File: config.mk
export PLATFORM = sky130hd
export DESIGN_NAME = psba_hash
export DESIGN_NICKNAME = d
export VERILOG_FILES = /design/src/sv/psba_pkg.sv /design/src/sv/psba_hash.sv
export SDC_FILE = /design/constraint.sdc
export NUM_CORES = 1
export LEC_CHECK = 0
export BUFFER_PORTS_ARGS = -buffer_cell sky130_fd_sc_hd__clkbuf_2
export CORE_AREA = 2 2 150 152
export CTS_BUF_LIST = sky130_fd_sc_hd__clkbuf_4 sky130_fd_sc_hd__clkbuf_8
export DETAILED_ROUTE_END_ITERATION = 10
export DIE_AREA = 0 0 152 154
export PLACE_DENSITY_LB_ADDON = 0.05
export SYNTH_ARGS = -nofsm -noshare
export SYNTH_HDL_FRONTEND = slang
export SYNTH_SLANG_ARGS = --single-unit
File: constraint.sdc
create_clock -name clk -period 7.1 [get_ports clk]
set_clock_uncertainty 0.1 [all_clocks]
set_input_delay 1.42 -clock clk [delete_from_list [all_inputs] [get_ports clk]]
set_output_delay 1.42 -clock clk [all_outputs]
set_load 0.005 [all_outputs]
File: src/sv/psba_pkg.sv
// Shared types, constants and codes for the per-source byte accounting block.
package psba_pkg;

  localparam int CAPACITY = 1024;
  localparam int IDX_W    = $clog2(CAPACITY);
  localparam int CNT_W    = $clog2(CAPACITY + 1);

  localparam logic [15:0] ETH_TYPE_IPV4 = 16'h0800;
  localparam logic [15:0] ETH_TYPE_IPV6 = 16'h86DD;
  localparam logic [15:0] MIN_ETH_LEN   = 16'd14;
  localparam logic [15:0] MIN_IPV4_LEN  = 16'd34;
  localparam logic [15:0] MIN_IPV6_LEN  = 16'd54;

  localparam logic [1:0] OUT_NONE    = 2'd0;
  localparam logic [1:0] OUT_UPDATED = 2'd1;
  localparam logic [1:0] OUT_NEW     = 2'd2;
  localparam logic [1:0] OUT_FULL    = 2'd3;

  localparam logic [31:0] HASH_MULT = 32'h9E3779B1;

  typedef struct packed {
    logic [15:0] frame_len;
    logic [15:0] ether_type;
    logic [31:0] src_addr;
    logic [15:0] ip_total_len;
  } desc_t;

  typedef struct packed {
    logic        verdict;
    logic [1:0]  outcome;
    logic [63:0] byte_total;
  } result_t;

  typedef struct packed {
    logic        valid;
    logic [31:0] key;
  } tag_t;

  localparam int TAG_W = $bits(tag_t);

endpackage

File: src/sv/psba_hash.sv
// Two-stage hash of the source address into a table slot below CAPACITY.
module psba_hash (
  input  logic                     clk,
  input  logic [31:0]              key,
  output logic [psba_pkg::IDX_W-1:0] idx
);
  import psba_pkg::*;

  logic [63:0]        mix_prod;
  logic [31:0]        mix;
  logic [15+CNT_W:0]  range_prod;

  assign mix_prod   = 64'(key) * 64'(HASH_MULT);
  assign range_prod = (16 + CNT_W)'(mix[31:16]) * (16 + CNT_W)'(CAPACITY);

  always_ff @(posedge clk) begin
    mix <= mix_prod[31:0];
    idx <= range_prod[16 +: IDX_W];
  end

endmodule

Word level (Yosys, flattened, before mapping)

Index checks and enable logic that the tools add are counted.

Bits in registers: 42
Input port bits: 33
Output and inout port bits: 10
Word-level logic and storage cells: 3

Multipliers: 1

Operators with widths:

| kind                     | number |
|---|---|
| $mul A32 B32 Y32 const B | 1 |

Longest topological paths before layout

Gate-level depths: netlist (run 1).

Depth in word-level cells: 1
Depth in mapped cells: 24
Gate-level depth less buffers: 24

Worst setup path after synthesis (run 1)

No wires, ideal clock.

Kind: input to register
From: input key[4]
To: register mix[30]
Library setup time: 0.086 ns
Data arrival time: 6.984 ns
Required time: 6.914 ns
Slack: -0.070 ns
Stages: 24
Path buffers: 0
Path through: inv_1 fa_1 inv_1 fa_1 fa_1 inv_1 fa_1 inv_1 fa_1 inv_1 fa_1 inv_1 fa_1 inv_1 fa_1 inv_1 ha_1 o211ai_2 nor2_2 o21ai_2 o31ai_4 o211ai_2 a21bo_1 a221oi_2

Word-level cells in the longest chain between the ends: 1

RTL lines:

| what                   | RTL line        | source |
|---|---|---|
| start, declared        | psba_hash.sv:4  | `input logic [31:0] key,` |
| $mul A32 B32 Y32       | psba_hash.sv:13 | `assign mix_prod = 64'(key) * 64'(HASH_MULT);` |
| named net mix_prod[30] | psba_hash.sv:9  | `logic [63:0] mix_prod;` |
| end signal, assigned   | psba_hash.sv:17 | `mix <= mix_prod[31:0];` |
| end, declared          | psba_hash.sv:10 | `logic [31:0] mix;` |

The timed path passes the listed nets, and every way through them passes these cells.

Worst setup path after layout (run 1)

From: input key[6]
To: register mix[29]

The elaborated chain is that of the path after synthesis.

==> flow_summary.yaml, run 1 <==
cts:
  path_clk_slew_ps: 60
  cts-hold-fix-buffers: 0
  htreeDepth: 1
  cts_buffer_depth: 2
  root_buffer: "clkbuf_8"
  cts_tree: "done"
  numCtsBuffers: 3
  clock_sinks: 20
  clk_latency_ps: 250
global_routing:
  grt_pass1_wl_um: 37610
  grt_pass1_vias: 6922
  grt_usage_pct: 21.10
  overflow: 0
  antenna_found_initial: 0
  grt_max_degree: 11
timing:
  tightest_slew_ps: 377.0
  hold_slack_ps: 227.4
  slew_violations: 0
  grt_setup_unrepaired: "true"
  slew_headroom_pct: 74.86
  fin_tns_setup_ps: 0
  fmax_mhz: 142.2
  fin_crit_sh_pct: 99.05
  hold_violations: 0
  period_minus_slack_ps: 7033
  setup_viol: 0
setup_path:
  end_kind: "flip-flop"
  path_class: "in2reg"
  crit_start: "key[6]"
  required_ps: 7140
  r2r-start: "mix[24]"
  start_kind: "input pin"
  cp_data_arrival_time_ps: 7070
  critPathMaxFanout: 3
  reg2reg_slack_ps: 6600
yosys:
  synth_top_area_share_pct: 46.12
  synth_nets: 1272
  synth-seq-cells: 20
  synth_top_area_cell: "fa_1"
  synth_area_mm2: 0.008811
  synthTopCellsByArea: "fa_1 (46%), ha_1 (26%), inv_1 (15%)"
  ys_warn_count: 0
  yosysSeqAreaShare_pct: 4.544
  synth_cell_types: 30
  syn_inst: 852
  avgSynthCellArea_um2: 10.34
layout:
  fin_nets: 1426
  design_area_mm2: 0.01049
  nFillCells: 2060
  antenna_cells: 0
  layout_commonest_cell: "inv_1"
  instances_no_fill: 1284
  syn_to_final_growth_pct: 19.03
  mostFrequentLayoutCells: "inv_1 (316), fa_1 (178), ha_1 (174)"
  drive_gt1_share_pct: 22.81
routing:
  detail_route.wirelength_um: 23030
  initialDrtViolationCount: 204
  drc: 0
  num_vias: 5750
  drtAntennaViolNets: 0
  routedWlPerCell_um: 17.93
  drtPass1Iterations: 4
  via_per_inst: 4.478
placed_design:
  post_dp_cell_area_mm2: 0.01014
  place.gp.congestion: 0.9970
  port_buffers: 42
  dp_cells: 1275
  place.detailed.hpwl_um: 21340
floorplan:
  die_w_um: 152
  num_rows: 54
  fp.dieH_um: 154
  initial_core_util_pct: 40.63
  die_area_mm2: 0.02341
  core_area_mm2: 0.02169
  pin_count: 43
outcome:
  outcome: "finished, final reports clean"
worst_hold_path:
  hold_class: "reg2reg"
  hold_start: "mix[27]"
job:
  drv_cap: 0
## per-stage QoR
stage / setup slack (ps) / utilization, %
after floorplan: 10.68 / -
after global placement: -368.4 / 46.76
after detailed placement: -447.4 / 46.76
after CTS: -15.72 / 47.45
after global routing: -191.9 / 48.36
final: 67.24 / 48.36
## per-layer routing
layer	wire length, µm	GRT usage, %
met5	0	0
met4	621	4.584
met3	422	1.240
met2	12000	39.68
met1	9984	26.74
## area by class of cell
| class | instances | area [µm²] | area share (%) |
|---|---|---|---|
| repair buffers | 149 | 1062 | 10.13 |
| clock buffers | 3 | 41.29 | 0.3937 |
| well taps | 280 | 350.3 | 3.340 |
| flip-flops and latches | 20 | 400.4 | 3.818 |
| multi-input cells | 489 | 7331 | 69.90 |
| inverters | 343 | 1303 | 12.42 |
## repair_timing
action	in CTS	in global routing
setup endpoints to repair	5	8
resized for setup	32	60
endpoints found under the hold margin	0	0
setup buffers	1	5
pin swaps	31	31
## worst max-delay path, stage by stage
cell	delay (ps)
buf_8	80
inv_4	30
fa_1	540
inv_2	40
fa_2	340
fa_1	500
inv_1	50
fa_1	500
inv_2	40
fa_1	490
inv_2	40
fa_1	480
inv_1	50
fa_1	490
inv_2	40
fa_1	510
inv_2	50
ha_4	270
o211ai_2	70
nor2_2	120
o21ai_2	80
o31ai_4	310
o211ai_2	140
buf_4	160
and2_4	130
xnor2_1	110
## registers in the layout, indices dropped and copies added (netlist names)
| register | cells |
|---|---|
| idx | 10 |
| mix | 10 |
## final timing paths
check	cells past startpoint	endpoint
worst max register to register	0	idx[2]
worst min register to register	0	idx[5]
worst min-delay path	0	idx[5]
worst max-delay path	26	mix[29]
## logic make-up (layout without fill, tap and decap cells)
family | count (synthesis) | in the layout | synth area share (%)
compound gates | 30 | 30 | 2.726
simple gates | 28 | 28 | 1.491
fa+ha+maj | 387 | 387 | 72.25
flops | 20 | 20 | 4.544
xor+xnor | 44 | 44 | 4.374
buf+inv | 343 | 495 | 14.61
## cell usage after synthesis (all sizes together)
master,number
xor2,7
o2111ai,1
a221oi,1
a211oi,2
a21oi,6
o21ai,9
o211ai,3
inv,343
a32oi,1
ha,184
nand2,5
a21bo,1
a21o,1
and2,1
nor2,11
nand3,1
fa,203
o21bai,1
nand4,5
xnor2,37
o31ai,2
dfxtp,20
or3,1
o21a,2
nor3,4
Power of run 1 is not shown: default switching activity piles up to over one toggle a cycle in this logic, so the estimate is an artifact.
==> run 2, diff against run 1 <==
- CELL_PAD_IN_SITES_DETAIL_PLACEMENT: not set -> 2
- CELL_PAD_IN_SITES_GLOBAL_PLACEMENT: not set -> 2
- CORE_AREA: 2 2 150 152 -> 2 2 154 156
- DIE_AREA: 0 0 152 154 -> 0 0 156 158
==> flow_summary.yaml, run 2 (synthesized netlist as in run 1, its figures left out) <==
placed_design:
  port_buffers: 42
  place.detailed.hpwl_um: 24940
  post_dp_cell_area_mm2: 0.01014
  place.gp.congestion: 0.8817
  dp_cells: 1285
timing:
  period_minus_slack_ps: 7235
  hold_violations: 0
  setup_viol: 6
  fin_crit_sh_pct: 101.9
  fin_ws_ps: -135.2
  slew_headroom_pct: 71.55
  tightest_slew_ps: 426.7
  grt_setup_unrepaired: "true"
  slew_violations: 0
  fmax_mhz: 138.2
  hold_slack_ps: 229.5
routing:
  initialDrtViolationCount: 155
  num_vias: 6070
  via_per_inst: 4.684
  drtPass1Iterations: 4
  drtAntennaViolNets: 0
  drc: 0
  routedWlPerCell_um: 21.13
  detail_route.wirelength_um: 27380
layout:
  antenna_cells: 0
  layout_commonest_cell: "inv_1"
  design_area_mm2: 0.01052
  top_regs: "idx x10, mix x10"
  nFillCells: 2466
  drive_gt1_share_pct: 21.27
  instances_no_fill: 1296
  fin_nets: 1427
  syn_to_final_growth_pct: 19.41
  mostFrequentLayoutCells: "inv_1 (324), fa_1 (191), ha_1 (176)"
global_routing:
  grt_pass1_wl_um: 43880
  grt_usage_pct: 24.47
  overflow: 0
  antenna_found_initial: 0
  grt_pass1_vias: 7685
  grt_max_degree: 13
cts:
  cts-hold-fix-buffers: 0
  numCtsBuffers: 3
  root_buffer: "clkbuf_8"
  clock_sinks: 20
  cts_tree: "done"
  clk_latency_ps: 270
  path_clk_slew_ps: 80
  htreeDepth: 1
  cts_buffer_depth: 2
outcome:
  violations: "setup timing"
  outcome: "finished, violations left"
floorplan:
  pin_count: 43
  num_rows: 56
  core_area_mm2: 0.02305
  die_area_mm2: 0.02465
  die_w_um: 156
  fp.dieH_um: 158
  initial_core_util_pct: 38.22
setup_path:
  cp_data_arrival_time_ps: 7300
  reg2reg_slack_ps: 6580
  start_kind: "input pin"
  critPathMaxFanout: 3
  r2r-start: "mix[28]"
  cpPeakStageDelay_ps: 540
  crit_slowest_cell: "fa_1"
  crit_start: "key[6]"
  required_ps: 7170
  path_class: "in2reg"
  crit_top_cell: "fa_1"
  end_kind: "flip-flop"
worst_hold_path:
  hold_class: "reg2reg"
  hold_start: "mix[25]"
job:
  drv_cap: 0
==> run 2: cell type report <==
cell class | instances | area (µm²) | area share (%)
clock inverter | 1 | 30.03 | 0.2854
clock buffer | 3 | 41.29 | 0.3924
tap | 290 | 362.8 | 3.449
sequential | 20 | 400.4 | 3.805
inverter | 343 | 1303 | 12.38
multi-input combinational | 489 | 7317 | 69.54
timing repair buffer | 150 | 1067 | 10.14
==> run 2: timing repair <==
item	in CTS	in global routing
setup endpoints to repair	7	8
resized for setup	45	23
gates cloned	0	0
setup buffers	5	2
pin swaps	36	21
==> run 2: final timing paths <==
check | to | depth (start not counted)
max reg2reg | idx[6] | 0
max | mix[29] | 26
min | idx[3] | 0
min reg2reg | idx[3] | 0
==> run 2: critical path: cells and delay by family <==
kind / cells / cell delay [ps]
AOI/OAI and AO/OA: 4 / 700
xor gates and xnor gates: 1 / 120
adders and majority gates: 9 / 4160
buffers and inverters: 10 / 660
and+or+nand+nor: 2 / 240
==> run 2: layer usage <==
layer	vias to the layer above	global-route usage (%)	share of wire, %
met5	-	0	0
met4	0	4.980	2.5
met3	30	2.436	2.0
met2	74	50.38	58
met1	3192	26.90	38
li1	2774	-	-
==> run 2: through the flow <==
step           util (%)  setup TNS (ps)  setup slack [ps]
2_1_floorplan         -               0             10.68
3_3_place_gp      44.00           -2592            -432.0
3_5_place_dp      44.00           -4163            -616.2
4_1_cts           45.32          -830.5            -225.8
5_1_grt           45.64           -1595            -284.4
6_report          45.64          -503.1            -135.2
Power of run 2 is left out for the same reason.
